--- src/rtl/ogle_pkg.sv ---
package ogle_pkg;

  localparam int unsigned DEF_CAPACITY   = 64;
  localparam int unsigned DEF_COORD_BITS = 8;

  localparam int unsigned OP_W       = 3;
  localparam int unsigned POS_W      = 7;
  localparam int unsigned IN_DATA_W  = 56;
  localparam int unsigned OUT_DATA_W = 64;

  typedef enum logic [OP_W-1:0] {
    OP_INSERT  = 3'd0,
    OP_DELETE  = 3'd1,
    OP_SEARCH  = 3'd2,
    OP_MIN     = 3'd3,
    OP_LENGTH  = 3'd4,
    OP_REVERSE = 3'd5,
    OP_CLEAR   = 3'd6
  } op_e;

  typedef enum logic [1:0] {
    ST_IDLE,
    ST_SCAN,
    ST_SWAP,
    ST_FIN
  } state_e;

  typedef enum logic [2:0] {
    CELL_HOLD,
    CELL_ROT,
    CELL_INS,
    CELL_DEL,
    CELL_SWP
  } cell_op_e;

  typedef struct packed {
    cell_op_e op;
    logic     phase;
  } cell_ctl_t;

endpackage

--- src/rtl/ogle_ctrl.sv ---
module ogle_ctrl #(
  parameter int unsigned CAPACITY   = ogle_pkg::DEF_CAPACITY,
  parameter int unsigned COORD_BITS = ogle_pkg::DEF_COORD_BITS
) (
  input  logic                                clk_i,
  input  logic                                rst_ni,
  input  logic                                s_tvalid_i,
  output logic                                s_tready_o,
  input  logic [ogle_pkg::IN_DATA_W-1:0]      s_tdata_i,
  input  logic [ogle_pkg::OP_W-1:0]           s_tuser_i,
  output logic                                m_tvalid_o,
  input  logic                                m_tready_i,
  output logic [ogle_pkg::OUT_DATA_W-1:0]     m_tdata_o,
  output ogle_pkg::cell_ctl_t                 ctl_o,
  output logic [$clog2(CAPACITY)-1:0]         at_o,
  output logic [$clog2(CAPACITY+1)-1:0]       cnt_o,
  output logic [2*COORD_BITS+31:0]            new_o,
  input  logic [2*COORD_BITS+31:0]            head_i
);
  import ogle_pkg::*;

  localparam int unsigned IDX_W = $clog2(CAPACITY);
  localparam int unsigned CNT_W = $clog2(CAPACITY + 1);
  localparam int unsigned ENT_W = 2 * COORD_BITS + 32;
  localparam int unsigned CMP_W = ((CNT_W > POS_W) ? CNT_W : POS_W) + 1;
  localparam int unsigned MW    = (COORD_BITS < 8) ? COORD_BITS : 8;
  localparam int unsigned CW    = COORD_BITS;

  localparam logic [CNT_W-1:0] LAST_STEP = CNT_W'(CAPACITY - 1);
  localparam logic [CMP_W-1:0] CAP_CMP   = CMP_W'(CAPACITY);

  state_e               state_q, state_d;
  op_e                  op_q, op_d;
  logic [POS_W-1:0]     pos_q, pos_d;
  logic [ENT_W-1:0]     new_q, new_d;
  logic [CNT_W-1:0]     step_q, step_d;
  logic                 hit_q, hit_d;
  logic [CNT_W-1:0]     hpos_q, hpos_d;
  logic [ENT_W-1:0]     hdat_q, hdat_d;
  logic [CNT_W-1:0]     cnt_q, cnt_d;
  logic                 mval_q, mval_d;
  logic [OUT_DATA_W-1:0] mdat_q, mdat_d;

  cell_ctl_t            ctl;
  logic                 res_ok;
  logic [POS_W-1:0]     res_pos;
  logic [ENT_W-1:0]     res_dat;
  logic [CMP_W-1:0]     pos_cmp, cnt_cmp, step_cmp;
  logic                 ins_ok, del_ok, live, better;
  logic [15:0]          head_f, head_g, best_f, best_g;

  assign pos_cmp  = CMP_W'(pos_q);
  assign cnt_cmp  = CMP_W'(cnt_q);
  assign step_cmp = CMP_W'(step_q);
  assign ins_ok   = (pos_q != '0) && (pos_cmp <= cnt_cmp + CMP_W'(1)) && (cnt_cmp < CAP_CMP);
  assign del_ok   = (pos_q != '0) && (pos_cmp <= cnt_cmp);
  assign live     = step_q < cnt_q;

  assign head_f = head_i[2*CW+15:2*CW];
  assign head_g = head_i[2*CW+31:2*CW+16];
  assign best_f = hdat_q[2*CW+15:2*CW];
  assign best_g = hdat_q[2*CW+31:2*CW+16];
  assign better = !hit_q || (head_f < best_f) || ((head_f == best_f) && (head_g < best_g));

  always_comb begin
    state_d   = state_q;
    op_d      = op_q;
    pos_d     = pos_q;
    new_d     = new_q;
    step_d    = step_q;
    hit_d     = hit_q;
    hpos_d    = hpos_q;
    hdat_d    = hdat_q;
    cnt_d     = cnt_q;
    mval_d    = mval_q;
    mdat_d    = mdat_q;
    ctl.op    = CELL_HOLD;
    ctl.phase = 1'b0;
    s_tready_o = 1'b0;
    res_ok    = 1'b0;
    res_pos   = '0;
    res_dat   = '0;

    if (mval_q && m_tready_i) begin
      mval_d = 1'b0;
    end

    unique case (state_q)
      ST_IDLE: begin
        s_tready_o = 1'b1;
        if (s_tvalid_i) begin
          op_d   = op_e'(s_tuser_i);
          pos_d  = s_tdata_i[6:0];
          new_d  = {s_tdata_i[54:39], s_tdata_i[38:23],
                    CW'(s_tdata_i[15+MW-1:15]), CW'(s_tdata_i[7+MW-1:7])};
          step_d = '0;
          hit_d  = 1'b0;
          hpos_d = '0;
          hdat_d = '0;
          unique case (op_e'(s_tuser_i)) inside
            OP_SEARCH, OP_MIN, OP_DELETE: state_d = ST_SCAN;
            OP_REVERSE:                   state_d = ST_SWAP;
            default:                      state_d = ST_FIN;
          endcase
        end
      end
      ST_SCAN: begin
        ctl.op = CELL_ROT;
        if (live) begin
          case (op_q)
            OP_SEARCH: begin
              if (!hit_q && head_i[CW-1:0] == new_q[CW-1:0] &&
                  head_i[2*CW-1:CW] == new_q[2*CW-1:CW]) begin
                hit_d  = 1'b1;
                hpos_d = step_q + CNT_W'(1);
              end
            end
            OP_MIN: begin
              if (better) begin
                hit_d  = 1'b1;
                hpos_d = step_q + CNT_W'(1);
                hdat_d = head_i;
              end
            end
            OP_DELETE: begin
              if (step_cmp + CMP_W'(1) == pos_cmp) begin
                hdat_d = head_i;
              end
            end
            default: begin
            end
          endcase
        end
        step_d = step_q + CNT_W'(1);
        if (step_q == LAST_STEP) begin
          state_d = ST_FIN;
        end
      end
      ST_SWAP: begin
        if (step_q == cnt_q) begin
          state_d = ST_FIN;
        end else begin
          ctl.op    = CELL_SWP;
          ctl.phase = step_q[0];
          step_d    = step_q + CNT_W'(1);
        end
      end
      ST_FIN: begin
        if (!mval_q || m_tready_i) begin
          case (op_q)
            OP_INSERT: begin
              if (ins_ok) begin
                res_ok = 1'b1;
                ctl.op = CELL_INS;
                cnt_d  = cnt_q + CNT_W'(1);
              end
            end
            OP_DELETE: begin
              if (del_ok) begin
                res_ok  = 1'b1;
                res_pos = pos_q;
                res_dat = hdat_q;
                ctl.op  = CELL_DEL;
                cnt_d   = cnt_q - CNT_W'(1);
              end
            end
            OP_SEARCH: begin
              res_ok  = hit_q;
              res_pos = POS_W'(hpos_q);
            end
            OP_MIN: begin
              res_ok  = hit_q;
              res_pos = POS_W'(hpos_q);
              res_dat = hdat_q;
            end
            OP_LENGTH: begin
              res_ok = 1'b1;
            end
            OP_REVERSE: begin
              res_ok = 1'b1;
            end
            OP_CLEAR: begin
              res_ok = 1'b1;
              cnt_d  = '0;
            end
            default: begin
            end
          endcase
          mval_d  = 1'b1;
          mdat_d  = {1'b0, POS_W'(cnt_d),
                     res_dat[2*CW+31:2*CW+16], res_dat[2*CW+15:2*CW],
                     8'(res_dat[CW+MW-1:CW]), 8'(res_dat[MW-1:0]),
                     res_pos, res_ok};
          state_d = ST_IDLE;
        end
      end
      default: begin
        state_d = ST_IDLE;
      end
    endcase
  end

  always_ff @(posedge clk_i or negedge rst_ni) begin
    if (!rst_ni) begin
      state_q <= ST_IDLE;
      cnt_q   <= '0;
      mval_q  <= 1'b0;
      step_q  <= '0;
      hit_q   <= 1'b0;
    end else begin
      state_q <= state_d;
      cnt_q   <= cnt_d;
      mval_q  <= mval_d;
      step_q  <= step_d;
      hit_q   <= hit_d;
    end
  end

  always_ff @(posedge clk_i) begin
    op_q   <= op_d;
    pos_q  <= pos_d;
    new_q  <= new_d;
    hpos_q <= hpos_d;
    hdat_q <= hdat_d;
    mdat_q <= mdat_d;
  end

  assign ctl_o      = ctl;
  assign at_o       = IDX_W'(pos_cmp - CMP_W'(1));
  assign cnt_o      = cnt_q;
  assign new_o      = new_q;
  assign m_tvalid_o = mval_q;
  assign m_tdata_o  = mdat_q;

endmodule

--- config.mk ---
export PLATFORM = sky130hd
export DESIGN_NAME = ogle_ctrl
export DESIGN_NICKNAME = d
export VERILOG_FILES = /design/src/rtl/ogle_pkg.sv /design/src/rtl/ogle_ctrl.sv
export SDC_FILE = /design/constraint.sdc
export NUM_CORES = 1
export LEC_CHECK = 0
export ABC_AREA = 1
export BUFFER_PORTS_ARGS = -buffer_cell sky130_fd_sc_hd__buf_2
export CORE_MARGIN = 8
export CORE_UTILIZATION = 54
export DETAILED_ROUTE_END_ITERATION = 12
export GPL_ROUTABILITY_DRIVEN = 1
export PLACE_DENSITY_LB_ADDON = 0.2
export SLEW_MARGIN = 20
export SYNTH_ARGS = -nofsm -noshare
export SYNTH_HDL_FRONTEND = slang
export SYNTH_SLANG_ARGS = --single-unit
--- constraint.sdc ---
create_clock -name clk_i -period 5.9 [get_ports clk_i]
set_clock_uncertainty 0.05 [all_clocks]
set_input_delay 0 -clock clk_i [delete_from_list [all_inputs] [get_ports clk_i]]
set_output_delay 0 -clock clk_i [all_outputs]
set_load 0.02 [all_outputs]
==> impl_summary.md <==
Outcome
The run finished with clean final reports.

Routing
The total via count after detailed routing is 7581. After detailed routing, the average wire length per cell comes to 16.5 um. The final layout contains routed wiring with a total length of 25200 um. The remaining number of nets flagged by the antenna check after routing is 0. After detailed routing, the number of remaining DRC violations is 0. The detailed-router iteration count before antenna repair is 5. The initial detailed-routing violation count is 451. The detailed-route vias per instance is 4.95.

Placement
The final weighted congestion of routability-driven global placement is 0.869. Detailed placement ended at an HPWL of 17200 um. Before CTS, the worst setup slack after placement is 2.42 ns.

During placement, the flow inserted port buffers numbering 239.

GRT
For this run, the total global-route usage over all layers was measured as 22.6%. After global routing the overflow that remains totals 0. The wire length of the first global-routing pass is 39600 um. The number of antenna violations at the first check in global routing is 0.

The number of global-route vias before repair came to 7747. Entering global routing, the biggest net connects 59 pins.

Power and ir drop
For this design the static power due to leakage is 6.20 nW. The power density over cell area is 441 mW/mm2. Across the VDD grid, the largest voltage drop is 252 uV.

CTS
The number of buffers between clock root and the deepest sink is 2. The CTS tree is yes. The number of buffers inserted for hold repair after clock tree synthesis is 108. The clock tree root driver cell is sky130_fd_sc_hd__clkbuf_16. TritonCTS created 17 clock buffers. The number of cells upsized or downsized after cts is 0. For this design, the sink count on the clock tree is 194. The H-tree was split into 4 levels. The later pin in the worst-skew pair is clocked with a latency of 0.43 ns.

The number of buffers inserted to repair setup after CTS is 0. After clock tree synthesis, the clock-pin slew on the worst setup and hold paths is 0.07 ns.

Floorplanning
In this run the standard cell core region covers 0.0173 mm2. Once the floorplan was initialized, standard cells occupied 55.3% of the core. The area of the die is 0.0222 mm2. The die is 149 um tall. The width of the die is 149 um. The count of boundary I/O pins is 242. In this run the core area contains 48 standard-cell rows.

Synthesis
The most frequently used cell type in the post-synthesis netlist is sky130_fd_sc_hd__nand2_1. The yosys synthesis warning count is 0. The total of flip-flops plus latches after synthesis is 194. The number of enable-type register cells in the synthesized netlist is 176. The synthesized cell area is 0.00957 mm2. The post-synthesis net count is 1116. The average size of a mapped cell is 10.1 um2. Synthesis produced 944 cells. The commonest cells after synthesis are sky130_fd_sc_hd__nand2_1, sky130_fd_sc_hd__edfxtp_1, sky130_fd_sc_hd__inv_1, sky130_fd_sc_hd__nor2_1, sky130_fd_sc_hd__ha_1. The top cell type's share of synthesized area is 55.2%. The largest area contributor in the netlist is sky130_fd_sc_hd__edfxtp_1. The main flop type after synthesis is sky130_fd_sc_hd__edfxtp_1.

The netlist uses 39 different library cells. The sequential cell area fraction in the yosys report is 59.9%. The share of synthesized registers carrying an async set or reset is 9.28%. By area the synthesized netlist is led by sky130_fd_sc_hd__edfxtp_1, sky130_fd_sc_hd__nand2_1, sky130_fd_sc_hd__ha_1.

Final layout
Once layout is complete, the utilization of the core stands at 73.3%. The area growth from synthesis to layout is 32.5%. In the final design database the tool counted 1466 nets. The share of final-layout standard cells stronger than drive strength 1 is 23.0%.

Critical path
The capturing point of the worst reg2reg path is hdat_q[4]. STA puts the critical path data arrival time at 3.54 ns. STA classifies the critical path endpoint as a flop. The critical-path maximum fanout is 27. The startpoint of the worst register-to-register path is cnt_o[6]. The setup path with the least slack is of type reg -> reg. The register-to-register setup slack is 2.41 ns. The kind of launch point of the worst setup path is a flop. The length in cells of the worst reg-to-reg path is 8. Data on the critical path is required at its endpoint by 5.95 ns.

Timing
Setup repair after global routing left no endpoint under its margin. The post-layout minimum cycle time is 3.49 ns. For the final routed database, the setup TNS stands at 0 ns. The final worst setup slack is 2.41 ns. The final clock period utilization by the worst path is 59.1%. The pin slew with the least headroom to its limit is 0.967 ns. The number of hold violations in the final report came to 0.

The worst hold slack is 0.0277 ns. Setup violations remaining at the end of the flow were counted as 0. The max-slew violation count is 0. The highest clock rate is 287 MHz. The headroom to the max-slew limit is 35.4%.

Min path
The class of the tightest hold or removal check is in -> async.

Run
The number of max-cap violations is 0.
==> placed cells by master, fill, tap and decap left out, drive strengths merged, types with 2 or more instances in the layout <==
cell,synthesis,layout
buf,11,242
o22ai,5,5
clkinvlp,0,3
nand4,15,15
ha,61,61
bufinv,0,3
o21ai,25,25
clkinv,1,4
xor2,14,14
a21o,3,3
clkbuf,8,17
dfrtp,18,18
inv,177,182
a211oi,2,2
xnor2,3,3
dlygate4sd3,0,108
nor3,4,4
edfxtp,176,176
nor2,102,102
nand2,225,225
nand3,59,59
o21bai,3,3
a21oi,26,26
==> worst max path at each step <==
stage	startpoint	to	slack [ns]	cells after the start
global placement	cnt_o[6]	hdat_q[41]	2.46	8
detailed placement	cnt_o[6]	hdat_q[43]	2.42	8
floorplan	cnt_o[6]	hdat_q[0]	1.33	8
finish	cnt_o[6]	hdat_q[4]	2.41	8
CTS	cnt_o[6]	hdat_q[0]	2.42	8
global route	cnt_o[6]	hdat_q[4]	2.18	8
==> layer usage <==
metal	wire length, um	GRT usage (%)	up-vias	share of wire (%)
met2	12400	38.1	286	49
met1	10200	27.0	3496	41
li1	-	-	3761	-
met3	2100	6.92	38	8.3
met4	537	7.93	0	2.1
met5	0	0	-	0
==> cells by family (layout without fill, tap and decap cells) <==
logic type / Yosys count / after routing / synth area share (%)
compound gates: 66 / 66 / 3.82
xor+xnor: 17 / 17 / 1.56
fa+ha+maj: 61 / 61 / 7.97
buf+inv: 197 / 559 / 8.20
flops: 194 / 194 / 59.9
other cells: 1 / 2 / 0.0392
simple gates: 408 / 408 / 18.5
==> worst max-delay path: stages, from the launching register on <==
cell,delay (ns)
sky130_fd_sc_hd__dfrtp_1,0.48
sky130_fd_sc_hd__inv_1,0.36
sky130_fd_sc_hd__ha_1,0.33
sky130_fd_sc_hd__a21oi_1,0.12
sky130_fd_sc_hd__o21ai_0,0.10
sky130_fd_sc_hd__a21o_1,0.17
sky130_fd_sc_hd__a21oi_1,0.26
sky130_fd_sc_hd__a21boi_4,0.84
sky130_fd_sc_hd__buf_4,0.44
==> area by class of cell <==
class | instances | area [um2]
Multi-Input combinational cell | 553 | 3070
Clock inverter | 14 | 195
Inverter | 178 | 669
Clock buffer | 17 | 425
Tap cell | 225 | 282
Antenna cell | 1 | 2.50
Timing Repair Buffer | 350 | 2300
Sequential cell | 194 | 5740
Fill cell | 1234 | 4620
==> stage by stage <==
| stage | total power, mW | cell area [um2] | cells |
|---|---|---|---|
| after floorplan | 3.67 | 9570 | 944 |
| after global placement | 4.27 | 11000 | 1392 |
| after detailed placement | 4.33 | 11000 | 1392 |
| after CTS | 5.60 | 12700 | 1531 |
| after global routing | 5.93 | 12700 | 1531 |
| final | 5.59 | 12700 | 1532 |
==> flip-flops by register name, indices dropped and copies added (netlist names) <==
name	count
cnt_o	7
hdat_q	48
hit_q	1
hpos_q	7
m_tdata_o	63
m_tvalid_o	1
new_o	48
op_q	3
pos_q	7
state_q	2
step_q	7
==> report_power, final <==
| group | internal (mW) | switching (mW) |
|---|---|---|
| Combinational | 0.667 | 1.46 |
| Sequential | 2.05 | 0.202 |
| Clock | 0.681 | 0.534 |
No activity file was read; power rests on OpenSTA's default activity.
