--- src/rtl/ogle_pkg.sv ---
package ogle_pkg;

  localparam int unsigned DEF_CAPACITY   = 64;
  localparam int unsigned DEF_COORD_BITS = 8;

  localparam int unsigned OP_W       = 3;
  localparam int unsigned POS_W      = 7;
  localparam int unsigned IN_DATA_W  = 56;
  localparam int unsigned OUT_DATA_W = 64;

  typedef enum logic [OP_W-1:0] {
    OP_INSERT  = 3'd0,
    OP_DELETE  = 3'd1,
    OP_SEARCH  = 3'd2,
    OP_MIN     = 3'd3,
    OP_LENGTH  = 3'd4,
    OP_REVERSE = 3'd5,
    OP_CLEAR   = 3'd6
  } op_e;

  typedef enum logic [1:0] {
    ST_IDLE,
    ST_SCAN,
    ST_SWAP,
    ST_FIN
  } state_e;

  typedef enum logic [2:0] {
    CELL_HOLD,
    CELL_ROT,
    CELL_INS,
    CELL_DEL,
    CELL_SWP
  } cell_op_e;

  typedef struct packed {
    cell_op_e op;
    logic     phase;
  } cell_ctl_t;

endpackage

--- src/rtl/ogle_cell.sv ---
module ogle_cell #(
  parameter int unsigned CAPACITY   = ogle_pkg::DEF_CAPACITY,
  parameter int unsigned COORD_BITS = ogle_pkg::DEF_COORD_BITS,
  parameter int unsigned CELL_IDX   = 0
) (
  input  logic                           clk_i,
  input  ogle_pkg::cell_ctl_t            ctl_i,
  input  logic [$clog2(CAPACITY)-1:0]    at_i,
  input  logic [$clog2(CAPACITY+1)-1:0]  cnt_i,
  input  logic [2*COORD_BITS+31:0]       new_i,
  input  logic [2*COORD_BITS+31:0]       left_i,
  input  logic [2*COORD_BITS+31:0]       right_i,
  output logic [2*COORD_BITS+31:0]       data_o
);
  import ogle_pkg::*;

  localparam int unsigned IDX_W = $clog2(CAPACITY);
  localparam int unsigned CNT_W = $clog2(CAPACITY + 1);
  localparam int unsigned ENT_W = 2 * COORD_BITS + 32;

  localparam logic [IDX_W-1:0] MY_IDX   = IDX_W'(CELL_IDX);
  localparam logic [CNT_W-1:0] MY_CNT   = CNT_W'(CELL_IDX);
  localparam logic [CNT_W-1:0] NEXT_CNT = CNT_W'(CELL_IDX + 1);
  localparam logic             PARITY   = 1'(CELL_IDX % 2);
  localparam bit               HAS_LEFT = (CELL_IDX > 0);

  logic [ENT_W-1:0] data_q, data_d;

  always_comb begin
    data_d = data_q;
    unique case (ctl_i.op)
      CELL_HOLD: begin
      end
      CELL_ROT: begin
        data_d = right_i;
      end
      CELL_INS: begin
        if (at_i == MY_IDX) begin
          data_d = new_i;
        end else if (MY_IDX > at_i) begin
          data_d = left_i;
        end
      end
      CELL_DEL: begin
        if (MY_IDX >= at_i) begin
          data_d = right_i;
        end
      end
      CELL_SWP: begin
        // pair (i, i+1) swaps when i matches the round parity and both are live
        if (PARITY == ctl_i.phase && NEXT_CNT < cnt_i) begin
          data_d = right_i;
        end else if (PARITY != ctl_i.phase && HAS_LEFT && MY_CNT < cnt_i) begin
          data_d = left_i;
        end
      end
      default: begin
      end
    endcase
  end

  always_ff @(posedge clk_i) begin
    data_q <= data_d;
  end

  assign data_o = data_q;

endmodule

--- config.mk ---
export PLATFORM = sky130hd
export DESIGN_NAME = ogle_cell
export DESIGN_NICKNAME = d
export VERILOG_FILES = /design/src/rtl/ogle_pkg.sv /design/src/rtl/ogle_cell.sv
export SDC_FILE = /design/constraint.sdc
export NUM_CORES = 1
export LEC_CHECK = 0
export ABC_AREA = 1
export BUFFER_PORTS_ARGS = -buffer_cell sky130_fd_sc_hd__buf_2
export CAP_MARGIN = 20
export CELL_PAD_IN_SITES_DETAIL_PLACEMENT = 2
export CELL_PAD_IN_SITES_GLOBAL_PLACEMENT = 2
export CORE_UTILIZATION = 21
export CTS_BUF_LIST = sky130_fd_sc_hd__clkbuf_8
export DETAILED_ROUTE_END_ITERATION = 10
export PLACE_DENSITY = 0.91
export SYNTH_ARGS = -nofsm -noshare
export SYNTH_HDL_FRONTEND = slang
export SYNTH_SLANG_ARGS = --single-unit
export TNS_END_PERCENT = 100
--- constraint.sdc ---
create_clock -name clk_i -period 2.7 [get_ports clk_i]
set_input_delay 0.135 -clock clk_i [delete_from_list [all_inputs] [get_ports clk_i]]
set_output_delay 0.135 -clock clk_i [all_outputs]
set_load 0.005 [all_outputs]
==> results of run 1 <==
[cell usage after synthesis (all sizes together)]
cell | n | area, um^2
nand2 | 148 | 556
edfxtp | 48 | 1440
inv | 99 | 372
buf | 20 | 121
nand4 | 49 | 307
nor3 | 1 | 16.3
nor2 | 8 | 37.5
nand3 | 50 | 255
clkbuf | 10 | 37.5
o21ai | 1 | 5.00
[cell families (layout without fill, tap and decap cells)]
logic type             count (synthesis)  after routing  synth area share
AO/OA/AOI/OAI                          1              1           0.00159
buffers and inverters                129            322             0.169
flip-flops                            48             48             0.458
AND/OR/NAND/NOR                      256            256             0.372
[metrics by stage]
| stage | instances | utilization | power [W] | setup slack (ns) | hold WS, ns |
|---|---|---|---|---|---|
| 6_report | 811 | 0.303 | 0.00176 | 1.26 | 0.0914 |
| 5_1_grt | 811 | 0.303 | 0.00187 | 1.10 | 0.0905 |
| 4_1_cts | 811 | 0.303 | 0.00180 | 1.10 | 0.0811 |
| 3_5_place_dp | 804 | 0.298 | 0.00136 | 0.753 | 0.414 |
| 3_3_place_gp | 804 | 0.298 | 0.00133 | 0.821 | 0.409 |
| 2_1_floorplan | 434 | - | 0.00110 | 0.696 | 0.321 |
[power by group through the flow]
stage          Clock (W)  Sequential (W)  Combinational (W)
3_3_place_gp           0        0.000929           0.000399
4_1_cts         0.000459        0.000917           0.000425
2_1_floorplan          0        0.000941           0.000162
3_5_place_dp           0        0.000934           0.000423
6_report        0.000435        0.000915           0.000412
5_1_grt         0.000486        0.000920           0.000464
[routing by layer]
metal	global-route usage	up-vias	wire length, um
li1	-	1759	-
met1	0.177	1805	4940
met2	0.355	140	7420
met3	0.0374	22	777
met4	0.0609	0	323
met5	0	-	0
[worst min path at each step]
stage	startpoint	to	slack, ns	depth (start not counted)
detailed placement	right_i[40]	data_o[40]	0.41	3
floorplan	right_i[0]	data_o[0]	0.32	2
finish	right_i[21]	data_o[21]	0.09	3
global route	right_i[23]	data_o[23]	0.09	3
CTS	right_i[40]	data_o[40]	0.08	3
global placement	right_i[21]	data_o[21]	0.41	3
[layout make-up]
class                   count  area, um^2  area share
well taps                 184         230      0.0520
clock buffers               5        68.8      0.0155
clock inverters             2        8.76     0.00198
inverters                  99         372      0.0840
repair buffers            216        1110       0.252
multi-input cells         257        1190       0.269
flip-flops and latches     48        1440       0.326
==> key figures, run 1 <==
Floorplan
  • Die area: 15,500 um^2
  • Total I/O pin count: 210
  • Area of the core: around 15,000 um^2
  • Rows: 44
  • Die span in y: 124 um
  • Die Width: about 120 um
  • Starting Density: 0.216

Synth
  • Post-synthesis sequential area ratio: 0.458
  • Mapped cell area: ~3100 um^2
  • Post-synth cell types: 15
  • Synthesized Nets: 596
  • #FFs+latches synth: 48
  • Syn avg cell area: a little over 7 um^2
  • Gate Count Post-Synth: 434
  • Syn. warnings: 0

Worst setup path
  • Critical path's largest stage delay: approximately 0.29 ns
  • Critical path endpoint: data_o[11]
  • Setup Crit Path Kind: in2reg
  • Buffers plus inverters on the worst setup path: 4
  • Critical Path Start: ctl_i[2]
  • CP Launch Type: input pin
  • Worst EP required: 2.70 ns
  • Critical path fanouts, max: 35
  • CP max-delay cell: inv_2
  • Crit path capture type: register
  • Worst Path Arrival: 1.44 ns
  • CP Depth: 8
  • Worst path most repeated cell: nand2_1
  • Delay-heaviest family, CP: buffers and inverters
  • Worst-path cell chain: buf_2 -> inv_1 -> nor2_1 -> nand4_1 -> nand2_1 -> nand2_1 -> inv_2 -> buf_12

Power and ir drop
  • Pwr Density: approximately 400 nW/um^2
  • Net switching power: 0.000510 W
  • Int Power: roughly 0.0013 W
  • Max IR drop VDD: approximately 0.13 mV
  • Sw frac: 0.289
  • Clock power share: 0.247
  • Comb pwr share: 0.234
  • P_leak: around 2.5 nW
  • Sequential share of power: 0.519

Finish
  • Most common cell after layout, fill and taps aside: buf_2
  • Max FFs per register: 48
  • Post-route cell area: 4430 um^2
  • Most frequent cells in the layout: buf_2, nand2_1, inv_1
  • Layout cells sized above 1: 0.365
  • Diode count: 0
  • # fillers: around 1,800
  • P&R area growth vs syn: 40.6%
  • Final nets: 789

Route
  • First drt pass iteration count: 4
  • Via count: roughly 3,700
  • Via density: between 4 and 5
  • Detail Route Antenna Nets: 0
  • Wire per inst: 16.6 um
  • Post-route DRC violation count: 0
  • Final wirelength: 13.5 mm
  • Starting DRT DRC Count: 131

Clock network
  • Cts repair resizes: 0
  • Clock-pin slew on the worst setup and hold paths: 0.10 ns
  • H-tree Lvls: 2
  • Clock sink count: 48
  • # hold bufs at CTS: 0
  • CTS Buffer Depth: 2
  • Clock root buffer: clkbuf_8
  • CTS tree: yes
  • CTS Buf Count: 5
  • Setup Fix Bufs, Post-CTS: 0

STA
  • Peak Freq: 693 MHz
  • Post-route setup TNS: 0 ns
  • Max-slew headroom: 0.362
  • RSZ-0062 raised after global routing: false
  • Pins Over Slew Limit: 0
  • # setup viols final: 0
  • Worst Tran Pin Value: 0.955 ns
  • Fin crit share: 0.534
  • Endpoints failing hold: 0
  • Minimum clock period: 1.44 ns

Global route
  • Largest net degree at the start of global routing: 50
  • Initial antenna violation count: 0
  • Vias in the first global route: 4,195
  • GRT Total Usage: 0.177
  • First-pass GRT wire length: 21.6 mm
  • Total grt overflow: 0

Hold path
  • Type of the tightest min-delay check: in2reg

Placement
  • GPL Wtd Cong: 0.744
  • PortBufs: 208
  • Placed Area: about 4300 um^2
  • Dpl hpwl: about 10 mm

Job
  • Max cap viols: 0

Status
  • Status: complete, no violations
Note: power is estimated with default switching activity, not from simulation.
==> run 2: changes to the inputs <==
==> constraint.sdc (replaced) <==
create_clock -name clk_i -period 1.5 [get_ports clk_i]
set_input_delay 0.075 -clock clk_i [delete_from_list [all_inputs] [get_ports clk_i]]
set_output_delay 0.075 -clock clk_i [all_outputs]
set_load 0.005 [all_outputs]
==> run 2 against run 1 <==
Net effect:
- routed wire length is 3.7% lower
- die area unchanged
- worst hold slack lost 0.066 ns
- sequential share of layout area fell by 0.62 points
- setup slack got worse by 0.74 ns
- largest power group unchanged
==> key figures, run 2 (synthesis gave the netlist of run 1 again) <==
Placement
  • GPL Wtd Cong: 0.745 (was 0.744)
  • Placed cell count: 809 (was 804)
  • Dpl hpwl: 9.95 mm (was 9.99 mm)
  • PortBufs: 208 (unchanged)
  • Placement Setup Slack: 0.111 ns (was 0.753 ns)

Route
  • Starting DRT DRC Count: 112 (was 131)
  • Via density: 4.51 (was 4.59)
  • Post-route DRC violation count: 0 (unchanged)
  • Final wirelength: 13.0 mm (was 13.5 mm)
  • Detail Route Antenna Nets: 0 (unchanged)
  • Via count: 3,681 (was 3,726)
  • Wire per inst: 15.9 um (was 16.6 um)
  • First drt pass iteration count: 4 (unchanged)

Power and ir drop
  • Net switching power: 0.000934 W (was 0.000510 W)
  • Clock power share: 0.251 (was 0.247)
  • Pwr Density: 712 nW/um^2 (was 398 nW/um^2)
  • Max IR drop VDD: 0.258 mV (was 0.135 mV)
  • Sw frac: 0.291 (was 0.289)
  • Comb pwr share: 0.237 (was 0.234)
  • Int Power: 0.00228 W (was 0.00125 W)
  • P_leak: 2.55 nW (was 2.52 nW)
  • Sequential share of power: 0.512 (was 0.519)

Clock network
  • H-tree Lvls: 2 (unchanged)
  • Setup Fix Bufs, Post-CTS: 0 (unchanged)
  • CTS Buf Count: 5 (unchanged)
  • Cts repair resizes: 0 (unchanged)
  • CTS Buffer Depth: 2 (unchanged)
  • CTS tree: yes (unchanged)
  • Clock-pin slew on the worst setup and hold paths: 0.10 ns (about the same)
  • Clock root buffer: clkbuf_8 (unchanged)
  • Clock sink count: 48 (unchanged)
  • # hold bufs at CTS: 0 (unchanged)

STA
  • Final worst setup slack: 0.519 ns (was 1.26 ns)
  • RSZ-0062 raised after global routing: false (unchanged)
  • Final hold slack: 0.0253 ns (was 0.0914 ns)
  • Endpoints failing hold: 0 (unchanged)
  • Pins Over Slew Limit: 0 (unchanged)
  • # setup viols final: 0 (unchanged)
  • Minimum clock period: 0.981 ns
  • Worst Tran Pin Value: 0.322 ns (was 0.955 ns)
  • Peak Freq: ~1000 MHz
  • Max-slew headroom: 0.785 (was 0.362)
  • Post-route setup TNS: 0 ns (unchanged)
  • Fin crit share: 0.654

Hold path
  • Cells on Worst Hold Path: 3 (unchanged)
  • Type of the tightest min-delay check: in2reg (unchanged)

Finish
  • Final Util: 0.309 (was 0.303)
  • Diode count: 0 (unchanged)
  • Layout cells sized above 1: 0.373 (was 0.365)
  • Most common cell after layout, fill and taps aside: buf_2 (unchanged)
  • P&R area growth vs syn: 43.3% (was 40.6%)
  • Layout Cells excl Fill: 817 (was 811)
  • Max FFs per register: 48 (unchanged)
  • Most frequent cells in the layout: buf_2, nand2_1, inv_1 (unchanged)
  • Final nets: 794 (was 789)

Worst setup path
  • Setup Crit Path Kind: in2reg (unchanged)
  • CP Launch Type: input pin (unchanged)
  • Worst Path Arrival: 1.01 ns (was 1.44 ns)
  • Critical path fanouts, max: 25 (was 35)
  • Worst EP required: 1.53 ns (was 2.70 ns)
  • Crit path capture type: register (unchanged)

Global route
  • Total grt overflow: 0 (unchanged)
  • First-pass GRT wire length: 20.8 mm (was 21.6 mm)
  • GRT Total Usage: 0.170 (was 0.177)
  • Largest net degree at the start of global routing: 49 (was 50)
  • Initial antenna violation count: 1 (was 0)
  • Vias in the first global route: 4,097 (was 4,195)

Floorplan
  • Die area: 15,500 um^2 (unchanged)
  • Starting Density: 0.216 (unchanged)
  • Die Width: 124 um (unchanged)
  • Total I/O pin count: 210 (unchanged)
  • Area of the core: 14,600 um^2 (unchanged)
  • Rows: 44 (unchanged)
  • Die span in y: 124 um (unchanged)

Status
  • Status: complete, no violations (unchanged)

Job
  • Max cap viols: 0 (unchanged)
run 2: changes by cell type in the layout (fill, tap and decap cells not counted):
cell,change
nand2_1,-1
clkinv_2,+1
inv_2,-1
buf_4,+2
nand2_2,+1
buf_12,+3
inv_1,-1
clkinvlp_4,+1
clkinv_1,+1
run 2: routing by layer:
metal | wire, um | vias to the layer above | GRT usage
met1 | 5110 | 1770 | 0.179
met2 | 6890 | 122 | 0.327
met3 | 707 | 17 | 0.0438
li1 | - | 1772 | -
met5 | 0 | - | 0
met4 | 253 | 0 | 0.0532
run 2: final timing paths:
check	slack (ns)	from	to
worst min-delay path	0.03	right_i[8]	data_o[8]
worst max-delay path	0.52	at_i[1]	data_o[27]
run 2: final cells by class:
class,count,area [um^2]
Inverter,99,375
Clock buffer,5,68.8
Clock inverter,3,13.8
Multi-Input combinational cell,257,1190
Tap cell,184,230
Sequential cell,48,1440
Fill cell,1763,10100
Timing Repair Buffer,221,1190
run 2: per-stage QoR:
stage / total power, W / cell area, um^2
floorplan: 0.00199 / 3180
global placement: 0.00241 / 4430
detailed placement: 0.00246 / 4430
CTS: 0.00328 / 4510
global route: 0.00340 / 4510
finish: 0.00321 / 4510
run 2: worst max-delay path, cell delays in order:
cell	delay (ns)
buf_2	0.11
nor2_4	0.18
nand4_1	0.15
nand2_1	0.11
nand2_2	0.07
clkinvlp_4	0.11
buf_12	0.20
run 2: power groups by stage:
stage | Sequential, W | Combinational, W | Clock, W
after detailed placement | 0.00168 | 0.000777 | 0
after CTS | 0.00165 | 0.000780 | 0.000853
after global placement | 0.00167 | 0.000742 | 0
after global routing | 0.00166 | 0.000851 | 0.000893
after floorplan | 0.00169 | 0.000299 | 0
final | 0.00164 | 0.000763 | 0.000805
==> run 3: changes to the inputs <==
--- a/config.mk
+++ b/config.mk
@@ -10,10 +10,10 @@
 export CAP_MARGIN = 20
 export CELL_PAD_IN_SITES_DETAIL_PLACEMENT = 2
 export CELL_PAD_IN_SITES_GLOBAL_PLACEMENT = 2
-export CORE_UTILIZATION = 21
+export CORE_UTILIZATION = 19
 export CTS_BUF_LIST = sky130_fd_sc_hd__clkbuf_8
 export DETAILED_ROUTE_END_ITERATION = 10
-export PLACE_DENSITY = 0.91
+export PLACE_DENSITY = 0.88
 export SYNTH_ARGS = -nofsm -noshare
 export SYNTH_HDL_FRONTEND = slang
 export SYNTH_SLANG_ARGS = --single-unit
==> constraint.sdc (replaced) <==
create_clock -name clk_i -period 0.9 [get_ports clk_i]
set_input_delay 0.045 -clock clk_i [delete_from_list [all_inputs] [get_ports clk_i]]
set_output_delay 0.045 -clock clk_i [all_outputs]
set_load 0.005 [all_outputs]
==> run 3 against run 2 <==
Net effect:
- worst hold slack got worse by 0.0023 ns
- clock power increased by 75%
- critical path depth increased by 1
- via count increased by 8.3%
- routed wire length increased by 25%
- the run now ends with negative setup slack left
- global-route usage increased by 0.61 points
- die area increased by 10%
- setup slack got worse by 0.68 ns
- largest cell class is now buffers
- total power increased by 83%
- highest routed layer unchanged
==> key figures, run 3 (synthesis gave the netlist of run 1 again) <==
Status
  • Status: finished with violations (was complete, no violations)
  • Failing checks: negative setup slack

Floorplan
  • Area of the core: 16,100 um^2 (was 14,600 um^2)
  • Total I/O pin count: 210 (unchanged)
  • Rows: 46 (was 44)
  • Die span in y: 131 um (was 124 um)
  • Starting Density: 0.196 (was 0.216)
  • Die Width: 131 um (was 124 um)
  • Die area: 17,100 um^2 (was 15,500 um^2)

STA
  • Worst Tran Pin Value: 0.269 ns (was 0.322 ns)
  • Final hold slack: 0.0230 ns (was 0.0253 ns)
  • Pins Over Slew Limit: 0 (unchanged)
  • RSZ-0062 raised after global routing: true (was false)
  • Endpoints failing hold: 0 (unchanged)
  • Peak Freq: 946 MHz
  • Minimum clock period: 1.06 ns
  • Max-slew headroom: 0.820 (was 0.785)
  • Post-route setup TNS: -4.08 ns (was 0 ns)
  • # setup viols final: 91 (was 0)
  • Fin crit share: 1.17
  • Final worst setup slack: -0.157 ns (was 0.519 ns)

Worst setup path
  • Crit path capture type: register (unchanged)
  • Delay-heaviest family, CP: buffers and inverters (was simple AND/OR/NAND/NOR gates)
  • Critical Path Start: ctl_i[3] (was at_i[1])
  • Worst path most repeated cell: buf_6
  • Worst Path Arrival: 1.14 ns (was 1.01 ns)
  • Setup Crit Path Kind: in2reg (unchanged)
  • Buffers plus inverters on the worst setup path: 5 (was 3)
  • Critical path fanouts, max: 13 (was 25)
  • Critical path's largest stage delay: 0.22 ns (was 0.20 ns)
  • Worst EP required: 0.98 ns (was 1.53 ns)
  • CP max-delay cell: nor3_4 (was buf_12)
  • CP Launch Type: input pin (unchanged)
  • Worst-path cell chain: buf_6 -> buf_6 -> buf_6 -> nor3_4 -> inv_4 -> buf_12 -> nand2_1 -> nand2_1 (was buf_2 -> nor2_4 -> nand4_1 -> nand2_1 -> nand2_2 -> clkinvlp_4 -> buf_12)

Hold path
  • Type of the tightest min-delay check: in2reg (unchanged)
  • Hold Startpoint: right_i[11] (was right_i[8])

Power and ir drop
  • P_leak: 2.94 nW (was 2.55 nW)
  • Pwr Density: 1070 nW/um^2 (was 712 nW/um^2)
  • Max IR drop VDD: 0.520 mV (was 0.258 mV)

Route
  • First drt pass iteration count: 4 (unchanged)
  • Via count: 3,986 (was 3,681)
  • Final wirelength: 16.2 mm (was 13.0 mm)
  • Wire per inst: 17.7 um (was 15.9 um)
  • Starting DRT DRC Count: 87 (was 112)
  • Post-route DRC violation count: 0 (unchanged)
  • Detail Route Antenna Nets: 0 (unchanged)
  • Via density: 4.36 (was 4.51)

Finish
  • # fillers: 1,880 (was 1,763)
  • Layout Cells excl Fill: 914 (was 817)
  • Most frequent cells in the layout: buf_2, nand2_1, inv_1 (unchanged)
  • Max FFs per register: 48 (unchanged)
  • Final nets: 859 (was 794)
  • Post-route cell area: 5470 um^2 (was 4510 um^2)
  • Diode count: 0 (unchanged)
  • Layout cells sized above 1: 0.380 (was 0.373)
  • P&R area growth vs syn: 73.6% (was 43.3%)
  • Most common cell after layout, fill and taps aside: buf_2 (unchanged)

Clock network
  • Clock sink count: 48 (unchanged)
  • Clock-pin slew on the worst setup and hold paths: 0.11 ns (was 0.10 ns)
  • Clock root buffer: clkbuf_8 (unchanged)
  • H-tree Lvls: 2 (unchanged)
  • CTS Buf Count: 5 (unchanged)
  • CTS tree: yes (unchanged)
  • CTS Buffer Depth: 2 (unchanged)

Placement
  • PortBufs: 208 (unchanged)
  • Placed cell count: 849 (was 809)
  • GPL Wtd Cong: 0.707 (was 0.745)
  • Dpl hpwl: 10.4 mm (was 9.95 mm)
  • Placed Area: 4620 um^2 (was 4430 um^2)

Job
  • Max cap viols: 0 (unchanged)

Global route
  • Vias in the first global route: 4,338 (was 4,097)
  • Largest net degree at the start of global routing: 32 (was 49)
  • Initial antenna violation count: 0 (was 1)
  • GRT Total Usage: 0.177 (was 0.170)
  • Total grt overflow: 0 (unchanged)
  • First-pass GRT wire length: 22.6 mm (was 20.8 mm)
[run 3: cell count changes in the layout (fill, tap and decap cells not counted), sizes merged]
cell	change
dlygate4sd3	+45
clkbuf	+5
buf	+15
[run 3: final timing paths]
path                      to  slack [ns]  depth (start not counted)
setup / recovery   data_o[9]       -0.16                          8
hold / removal    data_o[11]        0.02                          3
[run 3: per-layer routing]
| layer | GRT usage | vias up | routed length [um] |
|---|---|---|---|
| li1 | - | 1904 | - |
| met1 | 0.190 | 1898 | 6400 |
| met2 | 0.335 | 161 | 8440 |
| met3 | 0.0525 | 23 | 992 |
| met4 | 0.0426 | 0 | 320 |
| met5 | 0 | - | 0 |
[run 3: timing repair]
action	4_1_cts	5_1_grt
resized for setup	2	30
hold endpoints to repair	45	0
endpoints found under the setup margin	84	120
setup buffers	0	6
cloned	0	6
pin swaps	0	11
hold buffers	45	0
[run 3: through the flow]
stage	util	power [W]	setup slack, ns
6_report	0.340	0.00587	-0.157
5_1_grt	0.340	0.00622	-0.173
4_1_cts	0.321	0.00574	-0.0764
3_5_place_dp	0.288	0.00415	-0.406
3_3_place_gp	0.288	0.00410	-0.386
2_1_floorplan	-	0.00333	-0.573
[run 3: final cells by class]
| class | count | area [um^2] | share of cell area |
|---|---|---|---|
| multi-input combinational | 257 | 1230 | 0.225 |
| clock inverter | 3 | 13.8 | 0.00252 |
| clock buffer | 5 | 68.8 | 0.0126 |
| timing repair buffer | 286 | 2060 | 0.377 |
| inverter | 99 | 380 | 0.0696 |
| sequential | 48 | 1440 | 0.264 |
| tap | 216 | 270 | 0.0494 |
[run 3: power breakdown]
| part | switching (W) | internal (W) | leakage (nW) |
|---|---|---|---|
| combinational | 0.000834 | 0.000873 | 2.45 |
| sequential | 0.0000568 | 0.00269 | 0.445 |
| clock | 0.000877 | 0.000533 | 0.0453 |
